===== config.mk =====
export PLATFORM = sky130hd
export DESIGN_NAME = gsa_gen_table
export DESIGN_NICKNAME = d
export VERILOG_FILES = /design/src/gsa_pkg.sv /design/src/gsa_ram.sv /design/src/gsa_gen_table.sv
export SDC_FILE = /design/constraint.sdc
export NUM_CORES = 2
export LEC_CHECK = 0
export BUFFER_PORTS_ARGS = -buffer_cell sky130_fd_sc_hd__buf_2
export CORE_AREA = 3 3 433 435
export CTS_BUF_LIST = sky130_fd_sc_hd__clkbuf_8
export DETAILED_ROUTE_END_ITERATION = 16
export DIE_AREA = 0 0 436 438
export PLACE_DENSITY_LB_ADDON = 0.05
export RECOVER_POWER = 100
export SKIP_LAST_GASP = 1
export SYNTH_ARGS = -nofsm -noshare
export SYNTH_HDL_FRONTEND = slang
export SYNTH_SLANG_ARGS = --single-unit

===== constraint.sdc =====
create_clock -name clk_i -period 5.9 [get_ports clk_i]
set_input_delay 0.59 -clock clk_i [delete_from_list [all_inputs] [get_ports clk_i]]
set_output_delay 0.59 -clock clk_i [all_outputs]
set_load 0.03 [all_outputs]

===== src/gsa_pkg.sv =====
// Shared types and constants for the generational slot allocator.
// No dependencies; imported by every module of the block but gsa_ram.
`default_nettype none

package gsa_pkg;

  typedef enum logic [1:0] {
    OP_ACQUIRE  = 2'd0,
    OP_RELEASE  = 2'd1,
    OP_END_PASS = 2'd2,
    OP_QUERY    = 2'd3
  } op_e;

  localparam int CFG_AW = 1;
  localparam int CFG_DW = 7;

  localparam logic [CFG_AW-1:0] CFG_SLOT_COUNT    = 1'b0;
  localparam logic [CFG_AW-1:0] CFG_READBACK_MODE = 1'b1;

  localparam int IDX_W    = 6;
  localparam int GEN_W    = 32;
  localparam int OFS_W    = 9;
  localparam int IN_DW    = 40;
  localparam int IN_UW    = 2;
  localparam int OUT_DW   = 56;

  typedef struct packed {
    logic refill;
    logic push;
    logic pop;
  } stk_cmd_t;

endpackage

`default_nettype wire


===== src/gsa_ram.sv =====
// Generic simple RAM: one write port, two registered read ports.
// Read during write on the same address returns the old data.
`default_nettype none

module gsa_ram #(
  parameter int WIDTH = 8,
  parameter int DEPTH = 64
) (
  input  logic                     clk_i,
  input  logic                     we_i,
  input  logic [$clog2(DEPTH)-1:0] waddr_i,
  input  logic [WIDTH-1:0]         wdata_i,
  input  logic [$clog2(DEPTH)-1:0] raddr_a_i,
  input  logic [$clog2(DEPTH)-1:0] raddr_b_i,
  output logic [WIDTH-1:0]         rdata_a_o,
  output logic [WIDTH-1:0]         rdata_b_o
);

  logic [WIDTH-1:0] mem [DEPTH];
  logic [WIDTH-1:0] rdata_a_q;
  logic [WIDTH-1:0] rdata_b_q;

  always_ff @(posedge clk_i) begin
    if (we_i) begin
      mem[waddr_i] <= wdata_i;
    end
    rdata_a_q <= mem[raddr_a_i];
    rdata_b_q <= mem[raddr_b_i];
  end

  assign rdata_a_o = rdata_a_q;
  assign rdata_b_o = rdata_b_q;

endmodule

`default_nettype wire


===== src/gsa_gen_table.sv =====
// Per-slot generation tags: RAM with valid bits and write bypass.
// Two read ports, data for addresses given the cycle before. Uses gsa_pkg, gsa_ram.
`default_nettype none

module gsa_gen_table #(
  parameter int MAX_SLOTS = 64
) (
  input  logic                         clk_i,
  input  logic                         rst_ni,
  input  logic                         refill_i,
  input  logic [$clog2(MAX_SLOTS)-1:0] raddr_a_i,
  input  logic [$clog2(MAX_SLOTS)-1:0] raddr_b_i,
  input  logic                         we_i,
  input  logic [$clog2(MAX_SLOTS)-1:0] waddr_i,
  input  logic [gsa_pkg::GEN_W-1:0]    wdata_i,
  output logic [gsa_pkg::GEN_W-1:0]    gen_a_o,
  output logic [gsa_pkg::GEN_W-1:0]    gen_b_o
);

  import gsa_pkg::*;

  localparam int IW = $clog2(MAX_SLOTS);

  logic [MAX_SLOTS-1:0] vld_q;
  logic [IW-1:0]        addr_a_q, addr_b_q, wr_addr_q;
  logic                 wr_vld_q;
  logic [GEN_W-1:0]     wr_data_q, ram_a, ram_b;
  logic                 ram_we;

  assign ram_we = we_i && !refill_i;

  gsa_ram #(
    .WIDTH (GEN_W),
    .DEPTH (MAX_SLOTS)
  ) u_ram (
    .clk_i     (clk_i),
    .we_i      (ram_we),
    .waddr_i   (waddr_i),
    .wdata_i   (wdata_i),
    .raddr_a_i (raddr_a_i),
    .raddr_b_i (raddr_b_i),
    .rdata_a_o (ram_a),
    .rdata_b_o (ram_b)
  );

  always_comb begin
    if (wr_vld_q && (wr_addr_q == addr_a_q)) begin
      gen_a_o = wr_data_q;
    end else begin
      gen_a_o = vld_q[addr_a_q] ? ram_a : '0;
    end
    if (wr_vld_q && (wr_addr_q == addr_b_q)) begin
      gen_b_o = wr_data_q;
    end else begin
      gen_b_o = vld_q[addr_b_q] ? ram_b : '0;
    end
  end

  always_ff @(posedge clk_i or negedge rst_ni) begin
    if (!rst_ni) begin
      vld_q    <= '0;
      wr_vld_q <= 1'b0;
    end else if (refill_i) begin
      vld_q    <= '0;
      wr_vld_q <= 1'b0;
    end else begin
      wr_vld_q <= we_i;
      if (we_i) begin
        vld_q[waddr_i] <= 1'b1;
      end
    end
  end

  always_ff @(posedge clk_i) begin
    addr_a_q <= raddr_a_i;
    addr_b_q <= raddr_b_i;
    if (ram_we) begin
      wr_addr_q <= waddr_i;
      wr_data_q <= wdata_i;
    end
  end

endmodule

`default_nettype wire


==> out/qor.yml <==
first_pass_iters: 6
htree_levels: 5
clk_latency_ps: 1100
ys_types: 51
syn_to_final_growth_pct: 10.8
min_period_ps: 5790
overflow: 0
max_freq_mhz: 173
die_h_um: 438
hold_class: "input port to flip-flop"
crit_family: "simple AND/OR/NAND/NOR gates"
clock_path_buffers: 4
grt_pass1_vias: 56700
dieArea_mm2: 0.191
ioPinCount: 118
remaining_drc_errors: 0
vias: 57000
cp_slowest_cell: "nor2_1"
setup.worst_path.class: "input port to flip-flop"
cts_tree: "done"
place_congestion: 0.903
crit_arrival_ps: 6460
peakVddDrop_v: 0.000223
wl_um: 319000
avgSynthCellArea_um2: 21.5
synth.top_cell.area_share: 0.620
layout_setup_ws_ps: 106
fin_crit_sh: 0.982
synth.area.top_cells: "edfxtp_1, mux4_2, dfrtp_1, dfxtp_1, o22ai_1"
clockRootBuffer: "clkbuf_8"
grt-busiest-layer: "met2"
syn_inst: 4710
cp-start-kind: "input port"
synth_edf_count: 2086
setup_violations: 0
cts_setup_buffers: 0
rows: 157
path_buf_inv: 3
synth_area_mm2: 0.101
synthArstFlopShare: 0.0292
synth_most_common_cell: "edfxtp_1"
cap_violations: 121
ys.flop_type: "edfxtp_1"
synthTopCellsByCount: "edfxtp_1, mux4_2, clkbuf_1"
crit_chain: "clkbuf_1 -> nor2b_1 -> clkbuf_1 -> and2_0 -> nand2_1 -> nor2_1 -> dlymetal6s2s_1"
final_nets: 5158
coreArea_mm2: 0.183
drive_gt1_frac: 0.359
dp_slack_ps: 1720
start_util: 0.551
path_clk_slew_ps: 60
max-slew-margin-rel: -1.74
maxSlewViolCount: 3976
cp.required_ps: 6560
ys_ff_latch: 2227
numCtsBuffers: 378
hpwl_um: 195000
fin_cells: 7876
finalPower_mw: 33.4
hold_violations: 0
grt_use_met1: 0.486
io_buffers: 117
ctsHoldBuffers: 12
grtUsageMet3: 0.0871
grt_usage: 0.337
routed_via_density: 7.24
dp.cells: 7176
cpMostUsedCell: "clkbuf_1"
ys_warn_count: 0
cts_resized: 0
grt_max_degree: 83
critPathMaxStageDelay_ps: 2010
avgRoutedWirePerCell_um: 40.5
powerDensity_mw_per_mm2: 298
antenna_found_initial: 29
rsz0062_at_grt: "no"
use_met2: 0.508
cts_num_sinks: 2227
grt_pass1_wl_um: 445000
synth_top_area_cell: "edfxtp_1"
skew_ps: 60.1
syn-num-nets: 4764
outcome: "complete, but fails checks"
crit_path_end_kind: "flip-flop"
drtAntennaViolNets: 0
tightest_slew_ps: 4110
failed_checks: "max-capacitance violations, max-slew violations"
leakage_nw: 35.3
path_max_fanout: 19
die_w_um: 436
drtIter0Drc: 8340
fin_setup_tns_ps: 0
ys_seq_area_frac: 0.651
-- layer usage --
metal	wire length [um]	vias up	share of wire
met1	121000	30900	0.38
met4	12600	4	0.040
met2	148000	3794	0.46
met3	37400	649	0.12
li1	-	21600	-
met5	26	-	0.000081
-- cell type report --
| cell class | count | area, um2 |
|---|---|---|
| Sequential cell | 2227 | 65800 |
| Clock buffer | 403 | 5550 |
| Clock inverter | 267 | 1280 |
| Inverter | 65 | 244 |
| Timing Repair Buffer | 398 | 2510 |
| Tap cell | 2464 | 3080 |
| Multi-Input combinational cell | 2034 | 33400 |
| Antenna cell | 18 | 45.0 |
| Fill cell | 13200 | 71600 |
-- worst reg2reg max path, delay by kind of cell (launching register included) --
family | cells | cell delay, ps
AOI/OAI and AO/OA | 1 | 920
and+or+nand+nor | 1 | 200
DFF | 1 | 380
muxes | 2 | 990
-- sequential cells by signal, summed over array words and instances (netlist names), 6 cells and up --
register	cells
addr_a_q	6
addr_b_q	6
u_ram.mem	2048
u_ram.rdata_a_o	32
u_ram.rdata_b_o	32
vld_q	64
wr_addr_q	6
wr_data_q	32
-- placed cells by master (no fill, tap or decap), types with 29 or more instances in the layout --
master,netlist,layout
inv_1,65,208
nor2_1,111,92
clkbuf_1,177,187
buf_4,19,119
nand2_1,111,111
mux2i_1,86,86
dfxtp_1,76,74
clkinv_2,0,38
o22ai_1,143,143
clkbuf_2,1,29
a22oi_1,96,96
dfrtp_1,65,65
clkinv_1,0,74
mux4_2,1246,1246
o311ai_1,30,30
clkbuf_8,0,404
a22o_1,33,32
edfxtp_1,2086,2086
nand2b_1,38,38
o211ai_1,37,37
-- final timing paths --
check / startpoint / endpoint / slack [ps] / cells after the start
setup / recovery: refill_i / u_ram.mem[10][16] / 110 / 7
hold / removal: raddr_a_i[1] / addr_a_q[1] / 100 / 1
setup reg to reg: u_ram.mem[56][11] / u_ram.rdata_a_o[11] / 3210 / 4
hold reg to reg: vld_q[50] / vld_q[50] / 550 / 2
max in group asynchronous: rst_ni / vld_q[16] / 2350 / 3
min in group asynchronous: rst_ni / vld_q[47] / 1460 / 3
-- where the power goes --
part / switching, mW / internal, mW
Clock: 6.22 / 6.61
Combinational: 1.77 / 1.15
Sequential: 0.147 / 17.5
Total: 8.14 / 25.2
-- logic make-up after synthesis --
| logic type | after synthesis | synth area share |
|---|---|---|
| AO/OA/AOI/OAI | 380 | 0.0274 |
| XOR/XNOR | 12 | 0.00104 |
| flip-flops | 2227 | 0.651 |
| multiplexers | 1333 | 0.286 |
| AND/OR/NAND/NOR | 309 | 0.0139 |
| buffers and inverters | 449 | 0.0202 |
-- metrics by stage --
| stage | utilization | hold WS [ps] | cell area, um2 |
|---|---|---|---|
| global placement | 0.579 | 532 | 106000 |
| global route | 0.610 | 31.3 | 112000 |
| floorplan | - | 294 | 101000 |
| detailed placement | 0.579 | 541 | 106000 |
| CTS | 0.616 | 4.30 | 113000 |
| finish | 0.610 | 97.5 | 112000 |
(Power assumes the default switching activity.)
