**src/gsa_pkg.sv**
```systemverilog
// Shared types and constants for the generational slot allocator.
// No dependencies; imported by every module of the block but gsa_ram.
`default_nettype none

package gsa_pkg;

  typedef enum logic [1:0] {
    OP_ACQUIRE  = 2'd0,
    OP_RELEASE  = 2'd1,
    OP_END_PASS = 2'd2,
    OP_QUERY    = 2'd3
  } op_e;

  localparam int CFG_AW = 1;
  localparam int CFG_DW = 7;

  localparam logic [CFG_AW-1:0] CFG_SLOT_COUNT    = 1'b0;
  localparam logic [CFG_AW-1:0] CFG_READBACK_MODE = 1'b1;

  localparam int IDX_W    = 6;
  localparam int GEN_W    = 32;
  localparam int OFS_W    = 9;
  localparam int IN_DW    = 40;
  localparam int IN_UW    = 2;
  localparam int OUT_DW   = 56;

  typedef struct packed {
    logic refill;
    logic push;
    logic pop;
  } stk_cmd_t;

endpackage

`default_nettype wire

```
**src/gsa_ram.sv**
```systemverilog
// Generic simple RAM: one write port, two registered read ports.
// Read during write on the same address returns the old data.
`default_nettype none

module gsa_ram #(
  parameter int WIDTH = 8,
  parameter int DEPTH = 64
) (
  input  logic                     clk_i,
  input  logic                     we_i,
  input  logic [$clog2(DEPTH)-1:0] waddr_i,
  input  logic [WIDTH-1:0]         wdata_i,
  input  logic [$clog2(DEPTH)-1:0] raddr_a_i,
  input  logic [$clog2(DEPTH)-1:0] raddr_b_i,
  output logic [WIDTH-1:0]         rdata_a_o,
  output logic [WIDTH-1:0]         rdata_b_o
);

  logic [WIDTH-1:0] mem [DEPTH];
  logic [WIDTH-1:0] rdata_a_q;
  logic [WIDTH-1:0] rdata_b_q;

  always_ff @(posedge clk_i) begin
    if (we_i) begin
      mem[waddr_i] <= wdata_i;
    end
    rdata_a_q <= mem[raddr_a_i];
    rdata_b_q <= mem[raddr_b_i];
  end

  assign rdata_a_o = rdata_a_q;
  assign rdata_b_o = rdata_b_q;

endmodule

`default_nettype wire

```
**src/gsa_free_stack.sv**
```systemverilog
// LIFO free-slot stack: RAM plus fill count and low-water mark.
// Top and next-to-top are prefetched every cycle. Uses gsa_pkg, gsa_ram.
`default_nettype none

module gsa_free_stack #(
  parameter int MAX_SLOTS = 64
) (
  input  logic                             clk_i,
  input  logic                             rst_ni,
  input  gsa_pkg::stk_cmd_t                cmd_i,
  input  logic [$clog2(MAX_SLOTS+1)-1:0]   fill_count_i,
  input  logic [$clog2(MAX_SLOTS+1)-1:0]   active_i,
  input  logic [$clog2(MAX_SLOTS)-1:0]     push_slot_i,
  output logic [$clog2(MAX_SLOTS+1)-1:0]   count_o,
  output logic [$clog2(MAX_SLOTS)-1:0]     top_o,
  output logic [$clog2(MAX_SLOTS)-1:0]     next_top_o
);

  import gsa_pkg::*;

  localparam int IW = $clog2(MAX_SLOTS);
  localparam int CW = $clog2(MAX_SLOTS + 1);

  logic [CW-1:0] fc_q, fc_d, low_q, low_d;
  logic [CW-1:0] pos_top, pos_next, init_top, init_next;
  logic [CW-1:0] fc_d_m1, fc_d_m2;
  logic          wr_vld_q, wr_vld_d;
  logic [IW-1:0] wr_pos_q, wr_slot_q;
  logic [IW-1:0] ram_top, ram_next, top, nxt;
  logic          ram_we;

  // Positions below the low-water mark were never written since the fill.
  assign pos_top   = fc_q - CW'(1);
  assign pos_next  = fc_q - CW'(2);
  assign init_top  = active_i - fc_q;
  assign init_next = active_i - fc_q + CW'(1);

  always_comb begin
    if (wr_vld_q && (wr_pos_q == pos_top[IW-1:0])) begin
      top = wr_slot_q;
    end else if (pos_top < low_q) begin
      top = init_top[IW-1:0];
    end else begin
      top = ram_top;
    end
    if (wr_vld_q && (wr_pos_q == pos_next[IW-1:0])) begin
      nxt = wr_slot_q;
    end else if (pos_next < low_q) begin
      nxt = init_next[IW-1:0];
    end else begin
      nxt = ram_next;
    end
  end

  always_comb begin
    fc_d       = fc_q;
    low_d      = low_q;
    wr_vld_d   = 1'b0;
    next_top_o = top;
    priority if (cmd_i.refill) begin
      fc_d  = fill_count_i;
      low_d = fill_count_i;
    end else if (cmd_i.push) begin
      fc_d       = fc_q + CW'(1);
      wr_vld_d   = 1'b1;
      next_top_o = push_slot_i;
    end else if (cmd_i.pop) begin
      fc_d       = pos_top;
      next_top_o = nxt;
      if (pos_top < low_q) begin
        low_d = pos_top;
      end
    end else begin
      fc_d = fc_q;
    end
  end

  assign fc_d_m1 = fc_d - CW'(1);
  assign fc_d_m2 = fc_d - CW'(2);
  assign ram_we  = cmd_i.push && !cmd_i.refill;

  gsa_ram #(
    .WIDTH (IW),
    .DEPTH (MAX_SLOTS)
  ) u_ram (
    .clk_i     (clk_i),
    .we_i      (ram_we),
    .waddr_i   (fc_q[IW-1:0]),
    .wdata_i   (push_slot_i),
    .raddr_a_i (fc_d_m1[IW-1:0]),
    .raddr_b_i (fc_d_m2[IW-1:0]),
    .rdata_a_o (ram_top),
    .rdata_b_o (ram_next)
  );

  always_ff @(posedge clk_i or negedge rst_ni) begin
    if (!rst_ni) begin
      fc_q     <= CW'(MAX_SLOTS);
      low_q    <= CW'(MAX_SLOTS);
      wr_vld_q <= 1'b0;
    end else begin
      fc_q     <= fc_d;
      low_q    <= low_d;
      wr_vld_q <= wr_vld_d;
    end
  end

  always_ff @(posedge clk_i) begin
    if (ram_we) begin
      wr_pos_q  <= fc_q[IW-1:0];
      wr_slot_q <= push_slot_i;
    end
  end

  assign count_o = fc_q;
  assign top_o   = top;

endmodule

`default_nettype wire

```
**config.mk**
```make
export PLATFORM = sky130hd
export DESIGN_NAME = gsa_free_stack
export DESIGN_NICKNAME = d
export VERILOG_FILES = /design/src/gsa_pkg.sv /design/src/gsa_ram.sv /design/src/gsa_free_stack.sv
export SDC_FILE = /design/constraint.sdc
export NUM_CORES = 1
export LEC_CHECK = 0
export BUFFER_PORTS_ARGS = -buffer_cell sky130_fd_sc_hd__clkbuf_2
export CAP_MARGIN = 20
export CORE_AREA = 2 2 236 238
export DETAILED_ROUTE_END_ITERATION = 10
export DIE_AREA = 0 0 238 240
export PLACE_DENSITY = 0.55
export SYNTH_ARGS = -nofsm -noshare
export SYNTH_HDL_FRONTEND = slang
export SYNTH_SLANG_ARGS = --single-unit
```
**constraint.sdc**
```tcl
create_clock -name clk_i -period 8.5 [get_ports clk_i]
set_input_delay 1.7 -clock clk_i [delete_from_list [all_inputs] [get_ports clk_i]]
set_output_delay 1.7 -clock clk_i [all_outputs]
set_load 0.01 [all_outputs]
```
==> key figures, run 1 <==
Timing
  – Fmax: 155 MHz
  – Setup clock skew after layout: 0.0152 ns
  – Crit share post-route: 0.761
  – Final Hold Fails: 0
  – Max-slew headroom: 0.234
  – Final setup vio count: 0
  – Final WS setup: 2.04 ns
  – Worst slew pin tran: 1.15 ns
  – Final min period: 6.46 ns
  – Setup total negative slack: 0 ns
  – RSZ-0062 raised after global routing: false
  – Slew Limit Fails: 0

Floorplan
  – Die Wd: 238 µm
  – Ports: 44
  – Core area: 54700 µm²
  – Initial Utilization: 0.434
  – Core Rows: 86
  – Die Footprint: 57100 µm²
  – Chip height: 240 µm

Place
  – Dpl ws: 2.04 ns
  – Gp weighted congestion: 0.912
  – IO buf count: 42
  – Final HPWL DP: 48.3 mm

Detailed routing
  – DR pass1 iterations: 6
  – Vias per cell: 6.59
  – 1st-iter DRT viols: 1698
  – Routed len/inst: 31.0 µm
  – Routed Wire Length: 75.7 mm
  – Final ANT Viol Nets: 0
  – DRC: 0
  – Routed vias: 16100

Pwr
  – VDD IR max: 0.170 mV
  – Pleak: 9.00 nW
  – Pwr Density: 239 nW/µm²

Critical path
  – Worst r2r dst: u_ram.rdata_b_o[3]
  – Worst Path Max Fanout: 10
  – Delay-heaviest family, CP: compound AO/OA/AOI/OAI gates
  – Buffers and inverters on the worst path: 2
  – RR Startpoint: count_o[1]
  – Register-to-register setup slack: 2.66 ns
  – WS Path Type: flop to output pin
  – CP arrival: 4.76 ns
  – CP cell instances: inv_1 > ha_1 > a21boi_2 > nand2_1 > xnor2_1 > ha_1 > o21a_1 > nor2_1 > a211o_1 > mux2_2 > mux2_2 > o32ai_1 > a211oi_1 > clkbuf_2
  – Crit start category: flop
  – Max incr delay on CP: 0.62 ns
  – Data required time at the worst endpoint: 6.80 ns
  – Worst r2r path cells: 15
  – Crit. End Element: output pin
  – CP max-delay cell: dfrtp_1

Finish
  – Most common cell after layout, fill and taps aside: edfxtp_1
  – Layout area overhead: 10.4%
  – Nets: 1748
  – Share of cells above drive strength 1: 0.228
  – Commonest non-fill, non-tap cells in the layout: edfxtp_1, mux2i_1, mux4_2
  – Inserted Diodes: 0

Clock network
  – # resized after CTS: 0
  – Root buf cell: clkbuf_16
  – Clk slew on worst S/H paths: 0.06 ns
  – Post-CTS setup buffers: 0
  – TritonCTS Sinks: 423
  – Clk_lat worst skew: 0.61 ns
  – CTS tree: built
  – TritonCTS Buffers: 47
  – Hold buffer count at CTS: 0
  – CTS Buffer Depth: 3
  – Htree depth: 2

GRT
  – Global Route Usage Sum: 0.266
  – Largest net degree at the start of global routing: 116
  – Global-route wire length before repair: 109 mm
  – Total congestion overflow: 0
  – Vias in the first global route: 15700
  – Initial antenna violation count: 0

Synth
  – Netlist cell types: 84
  – Area contributors post-synth: edfxtp_1, mux4_2, mux2i_1
  – Synth area leader: edfxtp_1
  – Top FF cell, synth: edfxtp_1
  – Post-synth top area share: 0.502
  – Synth Register Bits: 423
  – Mean Syn Cell Area: 14.0 µm²
  – Synthesized netlist cell count: 1694
  – Register area share after synthesis: 0.528
  – Net Count, Synth: 1748
  – Post-synth EDFFs: 396
  – Post-Syn Area: 23700 µm²
  – Asr flop ratio synth: 0.0355
  – Synth warn: 0

Min path
  – Hold Crit Class: flop to flop
  – Hold_sp: low_q[6]
  – Worst Hold End: low_q[6]
  – Hold depth: 2

Outcome
  – Status: finished clean

Run
  – Max_cap viols: 0
metrics by stage:
| step | hold slack (ns) | std cells | instance area (µm²) | utilization | power [W] |
|---|---|---|---|---|---|
| 2_1_floorplan | 0.508 | 1694 | 23700 | - | 0.00353 |
| 3_3_place_gp | 0.569 | 2348 | 24500 | 0.449 | 0.00411 |
| 3_5_place_dp | 0.590 | 2348 | 24500 | 0.449 | 0.00413 |
| 4_1_cts | 0.588 | 2436 | 26100 | 0.478 | 0.00627 |
| 5_1_grt | 0.596 | 2437 | 26200 | 0.479 | 0.00645 |
| 6_report | 0.582 | 2437 | 26200 | 0.479 | 0.00625 |
per-layer routing:
| metal | up-vias | share of wire | track usage |
|---|---|---|---|
| met5 | - | 0 | 0 |
| met4 | 0 | 0.046 | 0.121 |
| met3 | 139 | 0.081 | 0.0511 |
| met2 | 730 | 0.46 | 0.420 |
| met1 | 8355 | 0.41 | 0.358 |
| li1 | 6847 | - | - |
report_power, final:
group	internal, W	total [W]	switching (W)
Sequential	0.00233	0.00238	0.0000526
Combinational	0.000685	0.00172	0.00103
Clock	0.00127	0.00215	0.000879
Total	0.00429	0.00625	0.00196
flip-flops by register name (all words and copies together), names as in the netlist:
register         cells
wr_vld_q             1
count_o              7
low_q                7
u_ram.rdata_b_o      6
u_ram.rdata_a_o      6
u_ram.mem          384
wr_pos_q             6
wr_slot_q            6
worst register-to-register path, cell delays in order (launching register included):
cell and delay [ns]:
dfrtp_1 0.62, inv_1 0.37, ha_4 0.66, nand2_1 0.10
buf_4 0.23, a32o_1 0.38, nor2_4 0.12, buf_4 0.39
ha_1 0.41, and2_1 0.26, and4_1 0.60, nor2_1 0.24
buf_4 0.27, a311o_1 0.32, a32oi_1 0.44, o311ai_0 0.26
cells in the mapped netlist (all sizes together) (12+ instances only):
| master | n |
|---|---|
| a211oi | 40 |
| a21oi | 55 |
| a311oi | 14 |
| and3 | 22 |
| buf | 75 |
| clkbuf | 57 |
| dfrtp | 13 |
| dfxtp | 12 |
| edfxtp | 396 |
| ha | 28 |
| inv | 27 |
| mux2 | 58 |
| mux2i | 188 |
| mux4 | 154 |
| nand2 | 130 |
| nand3 | 55 |
| nor2 | 93 |
| nor3 | 21 |
| o21ai | 30 |
| o22ai | 53 |
| xnor2 | 21 |
| xor2 | 15 |
area by class of cell:
cell class	instances	area, µm²
Fill cell	4768	28500
Sequential cell	423	12500
Multi-Input combinational cell	1112	10500
Clock buffer	57	1210
Tap cell	704	881
Timing Repair Buffer	83	553
Clock inverter	31	395
Inverter	27	101
cell families (layout without fill, tap and decap cells):
group                    count (synthesis)  count (layout)  share of synthesized area
multiplexers                           400             400                      0.253
AO/OA/AOI/OAI                          293             293                     0.0884
flip-flops                             423             423                      0.528
AND/OR/NAND/NOR                        354             354                     0.0689
buffers and inverters                  159             198                     0.0318
XOR/XNOR                                36              36                     0.0139
adder cells (fa/ha/maj)                 29              29                     0.0156
how the worst max path moves through the flow:
| stage | cells past startpoint | end | startpoint |
|---|---|---|---|
| after floorplan | 17 | next_top_o[3] | count_o[1] |
| after global placement | 13 | u_ram.rdata_a_o[5] | cmd_i[2] |
| after detailed placement | 15 | u_ram.rdata_b_o[3] | cmd_i[2] |
| after CTS | 14 | next_top_o[3] | count_o[1] |
| after global routing | 14 | next_top_o[3] | count_o[1] |
| final | 14 | next_top_o[3] | count_o[1] |
No activity file was read; power rests on OpenSTA's default activity.
==> run 2: changes to the inputs <==
ABC_AREA = 1   (was unset)
CORE_AREA = 2 2 237 239   (was 2 2 236 238)
DIE_AREA = 0 0 239 241   (was 0 0 238 240)
clock period = 6.4 ns   (was 8.5 ns; I/O delays follow)
==> key figures, run 2 <==
Outcome
  – Status: finished clean

Timing
  – Setup total negative slack: 0 ns
  – Crit share post-route: 0.813
  – Fmax: 192 MHz
  – Final min period: 5.20 ns
  – Setup clock skew after layout: 0.0174 ns
  – Worst slew pin tran: 1.11 ns
  – RSZ-0062 raised after global routing: false
  – Final setup vio count: 0
  – Max-slew headroom: 0.259
  – Final Hold Fails: 0
  – Slew Limit Fails: 0

Pwr
  – VDD IR max: 0.161 mV
  – Sw Pwr: 0.00290 W
  – Pleak: 11.0 nW
  – Sw frac: 0.352
  – Pwr Density: 315 nW/µm²
  – Register share of total power: 0.380
  – Power Internal: 0.00533 W
  – Clock share of power: 0.330
  – Comb pwr share: 0.290

Synth
  – Synth warn: 0
  – Synth area leader: edfxtp_1
  – Top FF cell, synth: edfxtp_1
  – Netlist cell types: 40
  – Synth Register Bits: 423
  – Area contributors post-synth: edfxtp_1, nand3_1, nand2_1
  – Mean Syn Cell Area: 8.20 µm²
  – Net Count, Synth: 2971
  – Synthesized netlist cell count: 2917
  – Most common cell in the synthesized netlist: nand2_1
  – Synth top cells by count: nand2_1, nand3_1, edfxtp_1, inv_1, o21ai_0
  – Post-Syn Area: 23900 µm²
  – Asr flop ratio synth: 0.0355
  – Post-synth top area share: 0.497
  – Post-synth EDFFs: 396
  – Register area share after synthesis: 0.523

Finish
  – Commonest non-fill, non-tap cells in the layout: nand2_1, nand3_1, edfxtp_1
  – Largest Register: u_ram.mem
  – Final core utilization: 0.476
  – Nets: 2918
  – Inserted Diodes: 0
  – Most common cell after layout, fill and taps aside: nand2_1
  – Layout area overhead: 9.26%
  – Max FFs per register: 384
  – Share of cells above drive strength 1: 0.0680

Detailed routing
  – Final ANT Viol Nets: 0
  – Routed Wire Length: 80.7 mm
  – DR pass1 iterations: 6
  – Vias per cell: 5.75
  – 1st-iter DRT viols: 2468
  – DRC: 0
  – Routed len/inst: 22.4 µm
  – Routed vias: 20700

Floorplan
  – Initial Utilization: 0.436
  – Die Wd: 239 µm
  – Chip height: 241 µm
  – Core Rows: 86
  – Ports: 44
  – Die Footprint: 57600 µm²
  – Core area: 54900 µm²

Clock network
  – TritonCTS Buffers: 48
  – TritonCTS Sinks: 423
  – CTS Buffer Depth: 3
  – Root buf cell: clkbuf_16
  – Htree depth: 2
  – Hold buffer count at CTS: 0
  – Post-CTS setup buffers: 0
  – Clk slew on worst S/H paths: 0.06 ns
  – CTS tree: built
  – Clk_lat worst skew: 0.59 ns
  – # resized after CTS: 0

Critical path
  – CP max-delay cell: dfrtp_1
  – Crit. End Element: output pin
  – Critical Path Most Common Cell: nand2_1
  – WS Path Type: flop to output pin
  – Max incr delay on CP: 0.62 ns
  – CP cell instances: inv_1 > ha_1 > nand2_2 > nand3_1 > xor2_2 > ha_1 > nand2_1 > o21ai_0 > a21oi_1 > buf_4 > inv_1 > o21ai_0 > nand2_1 > o21ai_1 > nand2_1 > nand3_1 > clkbuf_2
  – Worst Path Max Fanout: 12
  – Crit start category: flop
  – CP arrival: 3.92 ns
  – Data required time at the worst endpoint: 5.12 ns

GRT
  – Initial antenna violation count: 1
  – Vias in the first global route: 19400
  – Global-route wire length before repair: 120 mm
  – Total congestion overflow: 0
  – Global Route Usage Sum: 0.280
  – Largest net degree at the start of global routing: 151

Place
  – Gp weighted congestion: 0.918
  – IO buf count: 42
  – Final HPWL DP: 48.9 mm

Run
  – Max_cap viols: 0

Min path
  – Hold Crit Class: flop to flop
run 2: final cells by class:
cell class	count	area [µm²]
fillers	5259	28800
inverters	237	891
multi-input cells	2066	9660
flip-flops and latches	423	12500
clock buffers	54	1270
repair buffers	88	668
well taps	704	881
clock inverters	30	248
run 2: cells by family (layout without fill, tap and decap cells):
group                      Yosys count  count (layout)  share of synthesized area
and+or+nand+nor                   1884            1884                      0.346
xor gates and xnor gates            18              18                    0.00722
buffers and inverters              428             409                     0.0763
AOI/OAI and AO/OA                  133             133                     0.0306
adders and majority gates           29              29                     0.0155
muxes                                2               2                   0.000837
DFF                                423             423                      0.523
run 2: through the flow:
step | setup WS, ns | power [W] | cell area (µm²) | std cells | hold slack, ns
2_1_floorplan | 2.26 | 0.00467 | 23900 | 2917 | 0.474
3_3_place_gp | 1.55 | 0.00551 | 24600 | 3516 | 0.553
3_5_place_dp | 1.51 | 0.00553 | 24600 | 3516 | 0.555
4_1_cts | 1.12 | 0.00823 | 26100 | 3600 | 0.570
5_1_grt | 0.915 | 0.00859 | 26100 | 3602 | 0.590
6_report | 1.20 | 0.00823 | 26100 | 3602 | 0.570
run 2: critical path, delay by kind of cell (launching register included):
kind                     cells  cell delay [ns]
AO/OA/AOI/OAI                4             0.57
XOR/XNOR                     1             0.32
adder cells (fa/ha/maj)      2             0.59
buffers and inverters        4             0.69
flip-flops                   1             0.62
AND/OR/NAND/NOR              6             0.54
run 2: per-layer routing:
metal,GRT usage,wire length [µm],share of wire,vias up
met3,0.0500,6810,0.084,193
met4,0.122,3350,0.042,0
met1,0.375,33800,0.42,9863
li1,-,-,-,9672
met2,0.448,36700,0.45,993
met5,0,0,0,-
run 2: path summary, 6_finish.rpt:
check	from	cells past startpoint	slack, ns	to
setup / recovery	count_o[2]	17	1.20	next_top_o[2]
hold / removal	low_q[0]	2	0.57	low_q[0]
setup reg to reg	count_o[1]	17	1.83	u_ram.rdata_b_o[3]
hold reg to reg	low_q[0]	2	0.57	low_q[0]
max in group asynchronous	rst_ni	1	5.44	count_o[6]
min in group asynchronous	rst_ni	1	0.63	low_q[1]
run 2: power groups by stage:
| stage | Clock (W) | Sequential [W] | Combinational [W] |
|---|---|---|---|
| floorplan | 0 | 0.00317 | 0.00149 |
| global placement | 0 | 0.00319 | 0.00232 |
| detailed placement | 0 | 0.00319 | 0.00234 |
| CTS | 0.00275 | 0.00313 | 0.00235 |
| global route | 0.00286 | 0.00314 | 0.00259 |
| finish | 0.00272 | 0.00313 | 0.00239 |
==> run 3: changes to the inputs <==
PLACE_DENSITY = 0.57   (was 0.55)
clock period = 4.29 ns   (was 6.4 ns; I/O delays follow)
==> key figures, run 3 (synthesized netlist as in run 2, its figures left out) <==
Place
  – Final HPWL DP: 49.8 mm
  – Dpl ws: 0.313 ns
  – IO buf count: 42
  – Gp weighted congestion: 0.908

Pwr
  – Power Internal: 0.00823 W
  – Pwr Density: 477 nW/µm²
  – Clock share of power: 0.341
  – Sw frac: 0.350
  – Comb pwr share: 0.289
  – VDD IR max: 0.355 mV
  – Tot Pwr: 0.0127 W
  – Register share of total power: 0.369
  – Pleak: 11.1 nW
  – Sw Pwr: 0.00443 W

Clock network
  – CTS tree: built
  – Htree depth: 2
  – Clk_lat worst skew: 0.61 ns
  – TritonCTS Sinks: 423
  – Root buf cell: clkbuf_16
  – Clk slew on worst S/H paths: 0.06 ns
  – CTS Buffer Depth: 3
  – Hold buffer count at CTS: 0
  – TritonCTS Buffers: 49

GRT
  – Met1 Use GR: 0.378
  – Global Route Usage Sum: 0.279
  – Largest net degree at the start of global routing: 180
  – Vias in the first global route: 19400
  – Total congestion overflow: 0
  – Initial antenna violation count: 2
  – Global-route wire length before repair: 120 mm
  – Met2 GRT Util: 0.444
  – Grt peak-use layer: met2
  – Grt met3 use: 0.0436

Floorplan
  – Chip height: 241 µm
  – Initial Utilization: 0.436
  – Die Footprint: 57600 µm²
  – Core Rows: 86
  – Core area: 54900 µm²
  – Ports: 44
  – Die Wd: 239 µm

Timing
  – Final min period: 4.12 ns
  – Worst slew pin tran: 1.07 ns
  – Final WS setup: 0.172 ns
  – RSZ-0062 raised after global routing: true
  – Fmax: 243 MHz
  – Max-slew headroom: 0.287
  – Setup clock skew after layout: 0.0245 ns
  – Slew Limit Fails: 0
  – Setup total negative slack: 0 ns
  – Final setup vio count: 0
  – Crit share post-route: 0.960
  – Final Hold Fails: 0

Critical path
  – Data required time at the worst endpoint: 3.43 ns
  – WS Path Type: flop to output pin
  – Crit start category: flop
  – Worst r2r path cells: 17
  – Crit. End Element: output pin
  – Worst Path Max Fanout: 6
  – CP arrival: 3.26 ns

Detailed routing
  – DR pass1 iterations: 8
  – Final ANT Viol Nets: 0
  – Vias per cell: 5.72
  – 1st-iter DRT viols: 2575
  – DRC: 0
  – Routed vias: 20800
  – Routed len/inst: 22.1 µm
  – Routed Wire Length: 80.4 mm

Outcome
  – Status: finished clean

Finish
  – Largest Register: u_ram.mem
  – Final core utilization: 0.484
  – Share of cells above drive strength 1: 0.0813
  – Most common cell after layout, fill and taps aside: nand2_1
  – Layout area overhead: 11.0%
  – Max FFs per register: 384
  – Nets: 2944
  – Commonest non-fill, non-tap cells in the layout: nand2_1, nand3_1, edfxtp_1
  – Inserted Diodes: 0

Min path
  – Hold Crit Class: input port to asynchronous set/reset pin

Run
  – Max_cap viols: 0
==> run 3: critical path, cell delays in order (launching register included) <==
cell and delay [ns]:
dfrtp_2 0.46, inv_2 0.15, ha_2 0.22, nand3_1 0.12
xor2_2 0.18, ha_1 0.29, nand2_1 0.06, o21ai_1 0.16
a21oi_2 0.05, buf_4 0.16, inv_2 0.13, nand2_1 0.08
o21ai_1 0.08, nand2_1 0.07, o21ai_1 0.13, nand2_1 0.07
nand3_1 0.11, clkbuf_2 0.14
==> run 3: power groups by stage <==
stage	Sequential [W]	Clock, W	Combinational, W
after floorplan	0.00474	0	0.00223
after global placement	0.00475	0	0.00350
after detailed placement	0.00476	0	0.00353
after CTS	0.00467	0.00436	0.00354
after global routing	0.00468	0.00453	0.00397
final	0.00467	0.00432	0.00366
==> run 3: final timing paths <==
kind,start,to,slack (ns)
min in group clk_i,low_q[0],low_q[0],0.55
worst min-delay path,rst_ni,low_q[1],0.20
worst min register to register,low_q[0],low_q[0],0.55
worst max register to register,count_o[1],u_ram.rdata_b_o[3],0.70
worst max-delay path,count_o[2],next_top_o[2],0.17
max in group asynchronous,rst_ni,count_o[2],3.74
==> run 3: routing by layer <==
metal / up-vias / part of all wire
li1: 9738 / -
met1: 9822 / 0.41
met2: 1001 / 0.45
met3: 209 / 0.089
met4: 2 / 0.042
met5: - / 0.00021
==> run 3: what timing repair did <==
action	in CTS	in global routing
buffers inserted	0	5
gates resized for setup	5	16
endpoints found under the setup margin	6	10
cloned	0	1
==> run 3: through the flow <==
| step | cells | hold WS, ns | instance area, µm² |
|---|---|---|---|
| floorplan | 2917 | 0.474 | 23900 |
| global placement | 3537 | 0.517 | 24800 |
| detailed placement | 3537 | 0.539 | 24800 |
| CTS | 3627 | 0.202 | 26400 |
| global route | 3633 | 0.215 | 26500 |
| finish | 3633 | 0.200 | 26500 |
==> run 3: final cells by class <==
cell class              instances  area [µm²]
repair inverters                1        7.51
fillers                      5187       28300
inverters                     237         893
well taps                     704         881
multi-input cells            2066        9730
clock inverters                26         312
repair buffers                112         877
clock buffers                  64        1330
flip-flops and latches        423       12500
